File: src/sv/fst_pkg.sv
// shared types, codes and a lookup function for the format spec tokenizer
package fst_pkg;

  localparam int NUM_W = 16;
  localparam int ACC_W = NUM_W + 4;
  localparam logic [ACC_W-1:0] NUM_MAX = {{(ACC_W - NUM_W){1'b0}}, {NUM_W{1'b1}}};

  localparam int Q_DEPTH = 4;
  localparam int Q_AW = $clog2(Q_DEPTH);
  localparam int Q_CW = $clog2(Q_DEPTH + 1);

  typedef enum logic [1:0] {
    K_LIT  = 2'd0,
    K_SPEC = 2'd1,
    K_ERR  = 2'd2
  } kind_t;

  typedef enum logic [3:0] {
    M_LIT      = 4'd0,
    M_FLAGS    = 4'd1,
    M_WNUM     = 4'd2,
    M_WSTAR    = 4'd3,
    M_WIDX     = 4'd4,
    M_AFTERW   = 4'd5,
    M_DOT      = 4'd6,
    M_PNUM     = 4'd7,
    M_PSTAR    = 4'd8,
    M_PIDX     = 4'd9,
    M_AFTERP   = 4'd10,
    M_LEN_L    = 4'd11,
    M_LEN_H    = 4'd12,
    M_LEN_DONE = 4'd13,
    M_BAD      = 4'd14,
    M_DRAIN    = 4'd15
  } mode_t;

  localparam logic [1:0] SRC_NONE = 2'd0;
  localparam logic [1:0] SRC_NEXT = 2'd1;
  localparam logic [1:0] SRC_IDX  = 2'd2;

  localparam logic [3:0] LM_NONE = 4'd0;
  localparam logic [3:0] LM_HH   = 4'd1;
  localparam logic [3:0] LM_H    = 4'd2;
  localparam logic [3:0] LM_L    = 4'd3;
  localparam logic [3:0] LM_LL   = 4'd4;
  localparam logic [3:0] LM_J    = 4'd5;
  localparam logic [3:0] LM_Z    = 4'd6;
  localparam logic [3:0] LM_T    = 4'd7;
  localparam logic [3:0] LM_BIGL = 4'd8;

  localparam int FL_LEFT  = 0;
  localparam int FL_PLUS  = 1;
  localparam int FL_SPACE = 2;
  localparam int FL_ALT   = 3;
  localparam int FL_ZERO  = 4;

  typedef struct packed {
    logic [7:0] ch;
    logic       last;
  } in_t;

  typedef struct packed {
    logic [1:0]  kind;
    logic [7:0]  literal_char;
    logic [4:0]  flags;
    logic [15:0] width;
    logic [1:0]  width_source;
    logic [15:0] width_arg_index;
    logic [15:0] precision;
    logic [1:0]  precision_source;
    logic [15:0] prec_arg_index;
    logic [3:0]  length_mod;
    logic [4:0]  conversion;
  } res_t;

  typedef struct packed {
    logic [7:0] ch;
    logic       last;
    logic       is_digit;
    logic [3:0] digit;
    logic       is_conv;
    logic [4:0] conv;
  } cls_t;

  typedef struct packed {
    logic [4:0]       flags;
    logic [NUM_W-1:0] wval;
    logic [1:0]       wsrc;
    logic [NUM_W-1:0] widx;
    logic [NUM_W-1:0] pval;
    logic [1:0]       psrc;
    logic [NUM_W-1:0] pidx;
    logic [3:0]       len;
  } spec_t;

  // msb is the hit bit, low five bits the conversion code
  function automatic logic [5:0] conv_lookup(input logic [7:0] c);
    logic [5:0] r;
    case (c)
      "d", "i": r = {1'b1, 5'd0};
      "o":      r = {1'b1, 5'd1};
      "u":      r = {1'b1, 5'd2};
      "x":      r = {1'b1, 5'd3};
      "X":      r = {1'b1, 5'd4};
      "f":      r = {1'b1, 5'd5};
      "F":      r = {1'b1, 5'd6};
      "e":      r = {1'b1, 5'd7};
      "E":      r = {1'b1, 5'd8};
      "g":      r = {1'b1, 5'd9};
      "G":      r = {1'b1, 5'd10};
      "a":      r = {1'b1, 5'd11};
      "A":      r = {1'b1, 5'd12};
      "c":      r = {1'b1, 5'd13};
      "s":      r = {1'b1, 5'd14};
      "p":      r = {1'b1, 5'd15};
      "n":      r = {1'b1, 5'd16};
      "%":      r = {1'b1, 5'd17};
      default:  r = 6'd0;
    endcase
    return r;
  endfunction

endpackage

File: src/sv/fst_front.sv
// front end: accepts input words and classifies each character
module fst_front
  import fst_pkg::*;
(
  input  logic in_valid,
  input  in_t  in_word,
  output logic in_stall,
  input  logic q_full,
  output logic push,
  output cls_t push_word
);

  logic [5:0] conv_hit;

  assign conv_hit = conv_lookup(in_word.ch);
  assign in_stall = q_full;
  assign push     = in_valid && !q_full;

  always_comb begin
    push_word          = '0;
    push_word.ch       = in_word.ch;
    push_word.last     = in_word.last;
    push_word.is_digit = in_word.ch inside {["0":"9"]};
    push_word.digit    = 4'(in_word.ch - "0");
    push_word.is_conv  = conv_hit[5];
    push_word.conv     = conv_hit[4:0];
  end

endmodule

File: src/sv/fst_queue.sv
// small fifo of classified words between front and back
module fst_queue
  import fst_pkg::*;
(
  input  logic clk,
  input  logic rst_n,
  input  logic push,
  input  cls_t push_word,
  input  logic pop,
  output cls_t head,
  output logic q_valid,
  output logic q_full
);

  cls_t            mem_r [Q_DEPTH];
  logic [Q_AW-1:0] wr_ptr_r, wr_ptr_nxt;
  logic [Q_AW-1:0] rd_ptr_r, rd_ptr_nxt;
  logic [Q_CW-1:0] cnt_r, cnt_nxt;

  assign head    = mem_r[rd_ptr_r];
  assign q_valid = cnt_r != '0;
  assign q_full  = cnt_r == Q_CW'(Q_DEPTH);

  always_comb begin
    wr_ptr_nxt = push ? wr_ptr_r + Q_AW'(1) : wr_ptr_r;
    rd_ptr_nxt = pop ? rd_ptr_r + Q_AW'(1) : rd_ptr_r;
    cnt_nxt    = cnt_r;
    if (push && !pop) begin
      cnt_nxt = cnt_r + Q_CW'(1);
    end else if (pop && !push) begin
      cnt_nxt = cnt_r - Q_CW'(1);
    end
  end

  always_ff @(posedge clk) begin
    if (!rst_n) begin
      wr_ptr_r <= '0;
      rd_ptr_r <= '0;
      cnt_r    <= '0;
    end else begin
      wr_ptr_r <= wr_ptr_nxt;
      rd_ptr_r <= rd_ptr_nxt;
      cnt_r    <= cnt_nxt;
    end
  end

  always_ff @(posedge clk) begin
    if (push) begin
      mem_r[wr_ptr_r] <= push_word;
    end
  end

  a_cnt_bound: assert property (@(posedge clk) disable iff (!rst_n)
    cnt_r <= Q_CW'(Q_DEPTH))
    else $error("queue count beyond depth");

  a_no_pop_empty: assert property (@(posedge clk) disable iff (!rst_n)
    pop |-> q_valid)
    else $error("pop from empty queue");

endmodule

File: src/sv/fst_back.sv
// back end: spec parser state machine and output register
module fst_back
  import fst_pkg::*;
(
  input  logic clk,
  input  logic rst_n,
  input  cls_t head,
  input  logic q_valid,
  output logic pop,
  output logic out_valid,
  output res_t out_word,
  input  logic out_stall
);

  mode_t            mode_r, mode_nxt;
  spec_t            spec_r, spec_nxt;
  logic             out_valid_r, out_valid_nxt;
  res_t             out_word_r;
  res_t             res_nxt;
  logic             fire;
  logic             emit;
  logic [NUM_W-1:0] acc_sel;
  logic [ACC_W-1:0] acc_ext;
  logic [ACC_W-1:0] acc_sum;
  logic             acc_ovf;
  logic [NUM_W-1:0] acc_val;
  logic [NUM_W-1:0] dig;
  mode_t            ln_mode;
  logic [3:0]       ln_code;

  assign fire      = q_valid && (!out_valid_r || !out_stall);
  assign pop       = fire;
  assign out_valid = out_valid_r;
  assign out_word  = out_word_r;
  assign dig       = NUM_W'(head.digit);

  // decimal accumulate, shared by all four number fields
  always_comb begin
    case (mode_r)
      M_WNUM:  acc_sel = spec_r.wval;
      M_WIDX:  acc_sel = spec_r.widx;
      M_PNUM:  acc_sel = spec_r.pval;
      M_PIDX:  acc_sel = spec_r.pidx;
      default: acc_sel = '0;
    endcase
    acc_ext = {{(ACC_W - NUM_W){1'b0}}, acc_sel};
    acc_sum = (acc_ext << 3) + (acc_ext << 1) + ACC_W'(head.digit);
    acc_ovf = acc_sum > NUM_MAX;
    acc_val = acc_sum[NUM_W-1:0];
  end

  // length modifier start
  always_comb begin
    ln_mode = M_LEN_DONE;
    ln_code = spec_r.len;
    case (head.ch)
      "l": begin
        ln_mode = M_LEN_L;
        ln_code = LM_L;
      end
      "h": begin
        ln_mode = M_LEN_H;
        ln_code = LM_H;
      end
      "j": ln_code = LM_J;
      "z": ln_code = LM_Z;
      "t": ln_code = LM_T;
      "L": ln_code = LM_BIGL;
      default: ln_mode = M_BAD;
    endcase
  end

  always_comb begin
    mode_nxt = mode_r;
    spec_nxt = spec_r;
    emit     = 1'b0;
    res_nxt  = '0;
    if (fire) begin
      if (mode_r == M_LIT) begin
        if (head.ch == "%") begin
          spec_nxt = '0;
          mode_nxt = M_FLAGS;
        end else begin
          emit                 = 1'b1;
          res_nxt.kind         = K_LIT;
          res_nxt.literal_char = head.ch;
        end
      end else if (mode_r != M_DRAIN) begin
        if (head.is_conv) begin
          emit = 1'b1;
          if (mode_r inside {M_WIDX, M_PIDX, M_BAD}) begin
            res_nxt.kind = K_ERR;
            mode_nxt     = M_DRAIN;
          end else begin
            res_nxt.kind             = K_SPEC;
            res_nxt.flags            = spec_r.flags;
            res_nxt.width            = 16'(spec_r.wval);
            res_nxt.width_source     = spec_r.wsrc;
            res_nxt.width_arg_index  = 16'(spec_r.widx);
            res_nxt.precision        = 16'(spec_r.pval);
            res_nxt.precision_source = spec_r.psrc;
            res_nxt.prec_arg_index   = 16'(spec_r.pidx);
            res_nxt.length_mod       = spec_r.len;
            res_nxt.conversion       = head.conv;
            mode_nxt                 = M_LIT;
            spec_nxt                 = '0;
          end
        end else if (mode_r != M_BAD) begin
          case (mode_r)
            M_FLAGS: begin
              case (head.ch)
                "-": spec_nxt.flags[FL_LEFT]  = 1'b1;
                "+": spec_nxt.flags[FL_PLUS]  = 1'b1;
                " ": spec_nxt.flags[FL_SPACE] = 1'b1;
                "#": spec_nxt.flags[FL_ALT]   = 1'b1;
                "0": spec_nxt.flags[FL_ZERO]  = 1'b1;
                "*": begin
                  spec_nxt.wsrc = SRC_NEXT;
                  mode_nxt      = M_WSTAR;
                end
                ".": mode_nxt = M_DOT;
                default: begin
                  if (head.is_digit) begin
                    spec_nxt.wval = dig;
                    mode_nxt      = M_WNUM;
                  end else begin
                    spec_nxt.len = ln_code;
                    mode_nxt     = ln_mode;
                  end
                end
              endcase
            end
            M_WNUM: begin
              if (head.is_digit) begin
                if (acc_ovf) begin
                  mode_nxt = M_BAD;
                end else begin
                  spec_nxt.wval = acc_val;
                end
              end else if (head.ch == ".") begin
                mode_nxt = M_DOT;
              end else begin
                spec_nxt.len = ln_code;
                mode_nxt     = ln_mode;
              end
            end
            M_WSTAR: begin
              if (head.is_digit) begin
                spec_nxt.wsrc = SRC_IDX;
                spec_nxt.widx = dig;
                mode_nxt      = M_WIDX;
              end else if (head.ch == ".") begin
                mode_nxt = M_DOT;
              end else begin
                spec_nxt.len = ln_code;
                mode_nxt     = ln_mode;
              end
            end
            M_WIDX: begin
              if (head.is_digit) begin
                if (acc_ovf) begin
                  mode_nxt = M_BAD;
                end else begin
                  spec_nxt.widx = acc_val;
                end
              end else if (head.ch == "$") begin
                mode_nxt = M_AFTERW;
              end else begin
                mode_nxt = M_BAD;
              end
            end
            M_AFTERW: begin
              if (head.ch == ".") begin
                mode_nxt = M_DOT;
              end else begin
                spec_nxt.len = ln_code;
                mode_nxt     = ln_mode;
              end
            end
            M_DOT: begin
              if (head.is_digit) begin
                spec_nxt.pval = dig;
                mode_nxt      = M_PNUM;
              end else if (head.ch == "*") begin
                spec_nxt.psrc = SRC_NEXT;
                mode_nxt      = M_PSTAR;
              end else begin
                spec_nxt.len = ln_code;
                mode_nxt     = ln_mode;
              end
            end
            M_PNUM: begin
              if (head.is_digit) begin
                if (acc_ovf) begin
                  mode_nxt = M_BAD;
                end else begin
                  spec_nxt.pval = acc_val;
                end
              end else begin
                spec_nxt.len = ln_code;
                mode_nxt     = ln_mode;
              end
            end
            M_PSTAR: begin
              if (head.is_digit) begin
                spec_nxt.psrc = SRC_IDX;
                spec_nxt.pidx = dig;
                mode_nxt      = M_PIDX;
              end else begin
                spec_nxt.len = ln_code;
                mode_nxt     = ln_mode;
              end
            end
            M_PIDX: begin
              if (head.is_digit) begin
                if (acc_ovf) begin
                  mode_nxt = M_BAD;
                end else begin
                  spec_nxt.pidx = acc_val;
                end
              end else if (head.ch == "$") begin
                mode_nxt = M_AFTERP;
              end else begin
                mode_nxt = M_BAD;
              end
            end
            M_AFTERP: begin
              spec_nxt.len = ln_code;
              mode_nxt     = ln_mode;
            end
            M_LEN_L: begin
              if (head.ch == "l") begin
                spec_nxt.len = LM_LL;
                mode_nxt     = M_LEN_DONE;
              end else begin
                mode_nxt = M_BAD;
              end
            end
            M_LEN_H: begin
              if (head.ch == "h") begin
                spec_nxt.len = LM_HH;
                mode_nxt     = M_LEN_DONE;
              end else begin
                mode_nxt = M_BAD;
              end
            end
            default: mode_nxt = M_BAD;
          endcase
        end
      end
      if (head.last) begin
        mode_nxt = M_LIT;
        spec_nxt = '0;
      end
    end
  end

  always_comb begin
    out_valid_nxt = out_valid_r;
    if (fire && emit) begin
      out_valid_nxt = 1'b1;
    end else if (!out_stall) begin
      out_valid_nxt = 1'b0;
    end
  end

  always_ff @(posedge clk) begin
    if (!rst_n) begin
      mode_r      <= M_LIT;
      spec_r      <= '0;
      out_valid_r <= 1'b0;
    end else begin
      mode_r      <= mode_nxt;
      spec_r      <= spec_nxt;
      out_valid_r <= out_valid_nxt;
    end
  end

  always_ff @(posedge clk) begin
    if (fire && emit) begin
      out_word_r <= res_nxt;
    end
  end

  a_drain_quiet: assert property (@(posedge clk) disable iff (!rst_n)
    (fire && mode_r == M_DRAIN) |-> !emit)
    else $error("result emitted while draining after error");

  a_last_clears: assert property (@(posedge clk) disable iff (!rst_n)
    (fire && head.last) |=> (mode_r == M_LIT && spec_r == '0))
    else $error("parser state not cleared after last word");

  a_emit_loads: assert property (@(posedge clk) disable iff (!rst_n)
    (fire && emit) |=> out_valid_r)
    else $error("emitted result not presented");

endmodule

File: src/sv/format_spec_tokenizer.sv
// top level of the printf style format spec tokenizer
// Takes one format string character per word and gives a literal, a spec record or
// an error word. Sustained rate is one input word per cycle while out_stall does
// not hold the back end: the front classifies each character into a four entry
// queue, and the back parser consumes one queued word per cycle into a single
// output register. A result passes through a queue entry, then the output register.
// Words with no result are still popped. in_stall rises only when the queue is full.
module format_spec_tokenizer
  import fst_pkg::*;
(
  input  logic clk,
  input  logic rst_n,
  input  logic in_valid,
  input  in_t  in_word,
  output logic in_stall,
  output logic out_valid,
  output res_t out_word,
  input  logic out_stall
);

  logic q_full;
  logic q_valid;
  logic push;
  logic pop;
  cls_t push_word;
  cls_t head;

  fst_front u_front (
    .in_valid  (in_valid),
    .in_word   (in_word),
    .in_stall  (in_stall),
    .q_full    (q_full),
    .push      (push),
    .push_word (push_word)
  );

  fst_queue u_queue (
    .clk       (clk),
    .rst_n     (rst_n),
    .push      (push),
    .push_word (push_word),
    .pop       (pop),
    .head      (head),
    .q_valid   (q_valid),
    .q_full    (q_full)
  );

  fst_back u_back (
    .clk       (clk),
    .rst_n     (rst_n),
    .head      (head),
    .q_valid   (q_valid),
    .pop       (pop),
    .out_valid (out_valid),
    .out_word  (out_word),
    .out_stall (out_stall)
  );

endmodule

File: config.mk
export PLATFORM = sky130hd
export DESIGN_NAME = format_spec_tokenizer
export DESIGN_NICKNAME = d
export VERILOG_FILES = /design/src/sv/fst_pkg.sv /design/src/sv/fst_front.sv /design/src/sv/fst_queue.sv /design/src/sv/fst_back.sv /design/src/sv/format_spec_tokenizer.sv
export SDC_FILE = /design/constraint.sdc
export NUM_CORES = 1
export LEC_CHECK = 0
export BUFFER_PORTS_ARGS = -buffer_cell sky130_fd_sc_hd__buf_2
export CAP_MARGIN = 30
export CELL_PAD_IN_SITES_DETAIL_PLACEMENT = 0
export CELL_PAD_IN_SITES_GLOBAL_PLACEMENT = 1
export CORE_MARGIN = 2
export CORE_UTILIZATION = 45
export DETAILED_ROUTE_END_ITERATION = 7
export HOLD_SLACK_MARGIN = 0.03
export PLACE_DENSITY_LB_ADDON = 0.1
export REMOVE_ABC_BUFFERS = 1
export SLEW_MARGIN = 20
export SYNTH_ARGS = -nofsm -noshare
export SYNTH_HDL_FRONTEND = slang
export SYNTH_HIERARCHICAL = 1
export SYNTH_SLANG_ARGS = --single-unit
File: constraint.sdc
create_clock -name clk -period 11.17 [get_ports clk]
set_input_delay 0.5585 -clock clk [delete_from_list [all_inputs] [get_ports clk]]
set_output_delay 0.5585 -clock clk [all_outputs]
set_load 0.02 [all_outputs]
; Word level (Yosys, flattened, before mapping)
; Memory sizes are Yosys's and may differ from the RTL's. A register that Yosys moved wholly into a read port is not among the register bits.
; Cells that the tools add are included.
[totals]
mem_bits_rw = 80
output_inout_bits = 94
mem_count = 1
input_bits = 13
wordCells = 249
reg_bits = 181
[memory_table]
columns = name, depth, width, read_ports, rd_clocked_by_memory_dff, write_ports, line
row1 = u_queue.mem_r, 4, 20, 1, 1, 1, fst_queue.sv:15  ; cls_t mem_r [Q_DEPTH];
[classes]
n_eq_ne = 74
n_reduce_logical = 52
bitwise_logic = 4
n_mux = 80
n_addsub = 7
magnitude_cmp = 3
[op_table]
columns = op, count
row1 = two-way mux 77 bit, 7
row2 = equality test 8 x 7 -> 1 bit (second input constant), 24
row3 = case mux 16 bit (2 select lines), 4
row4 = case mux 6 bit (18 select lines), 1
row5 = two-way mux 4 bit, 25
row6 = equality test 8 x 6 -> 1 bit (second input constant), 10
row7 = two-way mux 16 bit, 4
row8 = case mux 16 bit (4 select lines), 1
row9 = != test 5 x 4 -> 1 bit (second input constant), 12
row10 = case mux 4 bit (12 select lines), 1
row11 = AND reduction 9 bit, 4
row12 = AND reduction 7 bit, 5
row13 = case mux 4 bit (8 select lines), 1
row14 = nonzero test 5 bit, 6
row15 = nonzero test 4 bit, 7
row16 = != test 5 x 3 -> 1 bit (second input constant), 5
row17 = equality test 4 bit (second input constant), 6
row18 = case mux 4 bit (6 select lines), 1
row19 = adder 19 x 17 -> 20 bit, 1
row20 = adder 20 x 4 -> 20 bit, 1
row21 = > comparator 20 x 16 -> 1 bit (second input constant), 1
row22 = two-way mux 2 bit, 10
row23 = != test 5 bit (second input constant), 4
row24 = two-way mux 18 bit, 1
row25 = 37 further kinds, 78

; Longest topological paths before layout
[depth]
depth_word = 13
depth_mapped = 20
mapped_depth_nobuf = 15

; Cells and area by module
; The synthesis kept the hierarchy.
[modules_own_cells]
columns = module, instances, area_each_um2, cells_per_inst, seq_area_each_um2
row1 = fst_back, 1, 9390.3, 971, 4404.2
row2 = fst_queue, 1, 3331.9, 147, 2582.5
row3 = fst_front, 1, 485.5, 72, 0.0

; Worst setup path before layout
; OpenSTA, ideal clock, no wires.
[synth_path]
kind = register to register
start = reg u_back.mode_r[1]
end = reg u_back/spec_r[56] in the netlist's numbering
path_stages_with_launch = 19
path_buffers = 4
t_arrival_ps = 4758
slack_ps = 6291
t_required_ps = 11049
period_less_slack_ps = 4879
setup_time_ps = 121
cell_sequence = dfxtp_1 > buf_6 > clkbuf_1 > nand2b_1 > nor3_1 > clkbuf_1 > a222oi_1 > nand2_1 > fa_1 > fa_1 > a211oi_1 > o21ai_1 > a311oi_2 > o21bai_1 > mux2_4 > o311ai_4 > nand3_4 > buf_4 > mux2i_1
[synth_between]
elab_chain_cells = 7
word_cells_on_any_way = 30
cone_classes = 2 x add/sub / 1 x order compare / 14 x eq/ne / 7 x mux / 6 x reduce/logical
[synth_lines]
columns = item, line
row1 = "start, declared", fst_back.sv:15  ; mode_t mode_r, mode_nxt;
row2 = "start signal, assigned", fst_back.sv:273  ; mode_r <= mode_nxt;
row3 = "equality test 4 bit, or another cell as far along", "fst_back.sv:39, fst_back.sv:91"
row4 = case mux 16 bit (4 select lines) or case mux 16 bit (2 select lines) (tied branches), "fst_back.sv:39, fst_back.sv:109"
row5 = adder 19 x 17 -> 20 bit or two-way mux 77 bit (tied branches), "fst_back.sv:47, fst_back.sv:108"
row6 = adder 20 x 4 -> 20 bit or two-way mux 77 bit (tied branches), "fst_back.sv:47, fst_back.sv:89"
row7 = > comparator 20 x 16 -> 1 bit or two-way mux 77 bit (tied branches), "fst_back.sv:48, fst_back.sv:88"
row8 = != test 5 bit (no source line) or two-way mux 77 bit (tied branches), -
row9 = AND reduction 10 bit (no source line) or two-way mux 77 bit (tied branches), -
row10 = "end signal, assigned", fst_back.sv:274  ; spec_r <= spec_nxt;
row11 = "end, declared", fst_back.sv:16  ; spec_t spec_r, spec_nxt;
; Several ways; a longest one is shown, not always the timed one. The select of a mux whose other input is x is not followed.
; A chain may end at the register's enable or synchronous reset.

; Worst setup path after layout
[layout_path]
start = reg u_back.mode_r[2]
end = reg u_back/spec_r[43] in the netlist's numbering
[layout_between]
elab_chain_cells = 12
word_cells_on_any_way = 31
cone_classes = 2 x add/sub / 1 x order compare / 13 x eq/ne / 9 x mux / 6 x reduce/logical
[layout_lines]
columns = item
row1 = "parallel branches: the longest is 12 deep, another holds adder 19 x 17 -> 20 bit"
; Parallel ways; which one is timed is not known. The select of a mux whose other input is x is not followed.

==> metrics.md <==
| Metric | Value |
|---|---|
| Status | `completed` |
| GR Util met3 | `~2.6%` |
| Insertion delay to the later sink of the worst-skew pair | `0.55 ns` |
| CTS tree | `yes` |
| Pin count of the biggest net entering global routing | `60` |
| Shortest clock period the worst path allows after layout | `5.510 ns` |
| Num CTS Buffers | `29` |
| Required arrival time at the worst endpoint | `around 12 ns` |
| Layout Area Growth over Synthesis | `13.09%` |
| Overflow left after global routing | `0` |
| Post-cts gate resize count | `0` |
| Mean area per synthesized cell | `11.10 sq um` |
| WL/cell | `20.12 um` |
| Synth Instances | `between 1,000 and 1,500` |
| Most common flop cell mapped by yosys | `sky130_fd_sc_hd__edfxtp_1` |
| Crit end category | `flop` |
| Boundary pin count | `around 110` |
| Number of buffers inserted to repair setup after CTS | `0` |
| Proportion of layout cells with a drive suffix above 1 | `17.29%` |
| Wire length of the first global-routing pass | `52,900 um` |
| Worst r2r src | `u_back/mode_r[2]` |
| Post-synth EDFFs | `172` |
| R2R depth | `16` |
| Via density per instance | `5.703` |
| Synthesized cell area | `between 0.01 and 0.015 sq mm` |
| Count of antenna-violating nets left after detailed routing | `0` |
| Total power | `3.831 mW` |
| Filler cell count in the final layout | `2,618` |
| Count of endpoints failing setup in the final report | `0` |
| Commonest non-fill, non-tap cell in the layout | `sky130_fd_sc_hd__edfxtp_1` |
| Area of the multi-input gates | `0.005720 sq mm` |
| Number of buffers on the longest clock path | `3` |
| Number of antenna repair diodes | `0` |
| Storage cell area | `roughly 0.007 sq mm` |
| Antenna violations before repair | `0` |
| Drt pass-1 iters | `6` |
| Final core utilization | `51.90%` |
| Share of async-settable or async-resettable flops after synthesis | `0%` |
| Vias after detailed routing | `about 9,500` |
| Total Routing Usage GR | `21.91%` |
| Dpl hpwl | `23,140 um` |
| Starting Density | `between 40% and 50%` |
| Number of endpoints with negative hold slack in the final report | `0` |
| Die area | `~0.031 sq mm` |
| Seq/Total Area, Yosys | `52.90%` |
| Violation count after the first detailed-routing iteration | `850` |
| Worst Tran Pin Value | `0.9288 ns` |
| H-Tree Level Count | `1` |
| Met2 Usage GRT | `36.19%` |
| Commonest cells after routing, fill and taps aside | `sky130_fd_sc_hd__edfxtp_1, sky130_fd_sc_hd__nand2_1, sky130_fd_sc_hd__buf_2` |
| Worst setup path endpoint | `u_back/spec_r[43]` |
| Worst reg2reg path endpoint | `u_back/spec_r[43]` |
| Remaining routing DRC violations | `0` |
| Global placement routability congestion | `around 0.91` |
| Top cell type by total area after synthesis | `sky130_fd_sc_hd__edfxtp_1` |
| Fin area | `0.01494 sq mm` |
| Y dimension of the die | `175.3 um` |
| Hold crit path type | `in -> reg` |
| Site row count | `62` |
| Met1 Track Usage GR | `30.61%` |
| First element of the critical path | `u_back/mode_r[2]` |
| Critical path launch point type | `flop` |
| Most area-consuming cells after synthesis | `sky130_fd_sc_hd__edfxtp_1, sky130_fd_sc_hd__dfxtp_1, sky130_fd_sc_hd__and2_1` |
| Post-route clock period utilization | `about half` |
| Clock transition at path regs | `0.06 ns` |
| Fraction of synthesized cell area taken by the top area cell type | `around two fifths` |
| Hold buffer count at cts | `0` |
| Dpl cell area | `0.01401 sq mm` |
| Number of nets in the final layout | `1,319` |
| Cell at the root of the clock tree | `sky130_fd_sc_hd__clkbuf_16` |
| LEAKAGE | `5.740 nW` |
| Die X-Extent | `175.3 um` |
| Post-synthesis sequential element count | `263` |
| Via count of the first global-routing pass | `9,219` |
| Core box area | `0.02878 sq mm` |
| Peak supply drop | `0.0001834 V` |
| Port Buffer Count | `106` |
| Clock Skews | `around 0.012 ns` |
| CTS Sinks | `263` |
| Fin Setup TNS | `0 ns` |
| Headroom to the max-slew limit | `36.48%` |
| Power density over the cells | `256.5 mW/mm^2` |
| Max cap viols | `0` |
| Unrepaired setup endpoints after global routing | `no` |
| Maximum fanout count along the critical path | `20` |
| Most Used Layer, Global Route | `met2` |
| Synth cell types | `91` |
| Warnings, synthesis | `6` |
| Slew Limit Fails | `0` |
| Arrival time at the worst endpoint | `~6 ns` |
| Total Routed Length | `33,690 um` |
| Critical path class | `reg -> reg` |
| Fmax | `between 150 and 200 MHz` |
| Reg2reg setup slack | `5.66 ns` |
==> area by class of cell <==
cell class	count	area share [%]
sequential	263	46.78
tap	384	3.217
inverter	15	0.3769
timing repair buffer	133	5.210
multi-input combinational	825	38.30
clock buffer	40	5.411
clock inverter	14	0.7120
==> registers in the layout, summed over array words and instances, names as in the netlist, named ones only <==
name / count
u_back/mode_r: 4
u_back/out_valid: 1
u_back/out_word: 92
u_back/spec_r: 77
u_queue/cnt_r: 3
u_queue/mem_r: 80
u_queue/rd_ptr_r: 2
u_queue/wr_ptr_r: 2
==> cell usage after synthesis (6+ instances only) <==
library cell / n
sky130_fd_sc_hd__edfxtp_1: 172
sky130_fd_sc_hd__nand2_1: 159
sky130_fd_sc_hd__and2_1: 97
sky130_fd_sc_hd__dfxtp_1: 91
sky130_fd_sc_hd__nor2_1: 63
sky130_fd_sc_hd__a21oi_1: 62
sky130_fd_sc_hd__clkbuf_1: 52
sky130_fd_sc_hd__mux2i_1: 47
sky130_fd_sc_hd__ha_1: 36
sky130_fd_sc_hd__nand3_1: 33
sky130_fd_sc_hd__o21ai_0: 29
sky130_fd_sc_hd__mux4_2: 20
sky130_fd_sc_hd__nor3_1: 19
sky130_fd_sc_hd__buf_4: 18
sky130_fd_sc_hd__a222oi_1: 15
sky130_fd_sc_hd__inv_1: 15
sky130_fd_sc_hd__nor2b_1: 14
sky130_fd_sc_hd__nand2b_1: 13
sky130_fd_sc_hd__nand4_1: 13
sky130_fd_sc_hd__xnor2_1: 13
sky130_fd_sc_hd__o21ai_1: 12
sky130_fd_sc_hd__a22o_1: 11
sky130_fd_sc_hd__a31oi_1: 11
sky130_fd_sc_hd__and3_1: 10
sky130_fd_sc_hd__o211ai_1: 10
sky130_fd_sc_hd__a21o_1: 9
sky130_fd_sc_hd__buf_2: 9
sky130_fd_sc_hd__xor2_1: 8
sky130_fd_sc_hd__a32o_1: 7
sky130_fd_sc_hd__buf_6: 6
sky130_fd_sc_hd__o2111ai_1: 6
sky130_fd_sc_hd__or3_1: 6
==> critical path, stage by stage, from the launching register on <==
cell                       delay (ns)
sky130_fd_sc_hd__dfxtp_1         0.72
sky130_fd_sc_hd__buf_4           0.30
sky130_fd_sc_hd__nand2b_1        0.21
sky130_fd_sc_hd__nor3_2          0.16
sky130_fd_sc_hd__buf_4           0.30
sky130_fd_sc_hd__a222oi_1        0.18
sky130_fd_sc_hd__nand2_1         0.14
sky130_fd_sc_hd__fa_1            0.47
sky130_fd_sc_hd__fa_1            0.50
sky130_fd_sc_hd__a211oi_1        0.27
sky130_fd_sc_hd__o21ai_1         0.18
sky130_fd_sc_hd__a311oi_2        0.43
sky130_fd_sc_hd__o21bai_1        0.19
sky130_fd_sc_hd__mux2i_1         0.22
sky130_fd_sc_hd__and4_4          0.25
sky130_fd_sc_hd__o32ai_4         0.65
sky130_fd_sc_hd__a22o_1          0.26
==> layer usage <==
metal	vias up	part of all wire, %
met5	-	0
met1	4643	45
met2	318	47
met4	0	2.5
li1	4534	-
met3	51	4.9
==> through the flow <==
stage          std cells  hold WS [ns]  setup slack [ns]
2_1_floorplan       1103        0.4273             5.159
3_3_place_gp        1611        0.4417             5.857
3_5_place_dp        1619        0.4424             5.711
4_1_cts             1673        0.2408             5.657
5_1_grt             1674        0.2400             5.340
6_report            1674        0.2531             5.660
==> power by group <==
part	leakage [nW]	total [mW]	internal (mW)	switching, mW
Clock	0.443	0.910	0.529	0.381
Combinational	2.91	1.50	0.435	1.06
Sequential	2.38	1.42	1.36	0.0663
Total	5.74	3.83	2.32	1.51
==> how the worst min path moves through the flow <==
stage / from / to / slack (ns) / depth (start not counted)
detailed placement: u_back/spec_r[20] / u_back/spec_r[20] / 0.44 / 2
finish: in_word[0] / u_queue/mem_r[3][11] / 0.25 / 1
CTS: in_word[0] / u_queue/mem_r[3][11] / 0.24 / 1
floorplan: u_back/spec_r[21] / u_back/spec_r[21] / 0.43 / 2
global placement: u_back/spec_r[21] / u_back/spec_r[21] / 0.44 / 2
global route: in_word[0] / u_queue/mem_r[2][11] / 0.24 / 1
==> cell families after synthesis <==
| kind of cell | after synthesis | share of synthesized area, % |
|---|---|---|
| DFF | 263 | 52.90 |
| buffers and inverters | 102 | 3.922 |
| AOI/OAI and AO/OA | 228 | 12.21 |
| xor gates and xnor gates | 22 | 1.516 |
| and+or+nand+nor | 468 | 18.50 |
| adders and majority gates | 39 | 3.865 |
| muxes | 68 | 7.086 |
(Power assumes the default switching activity.)
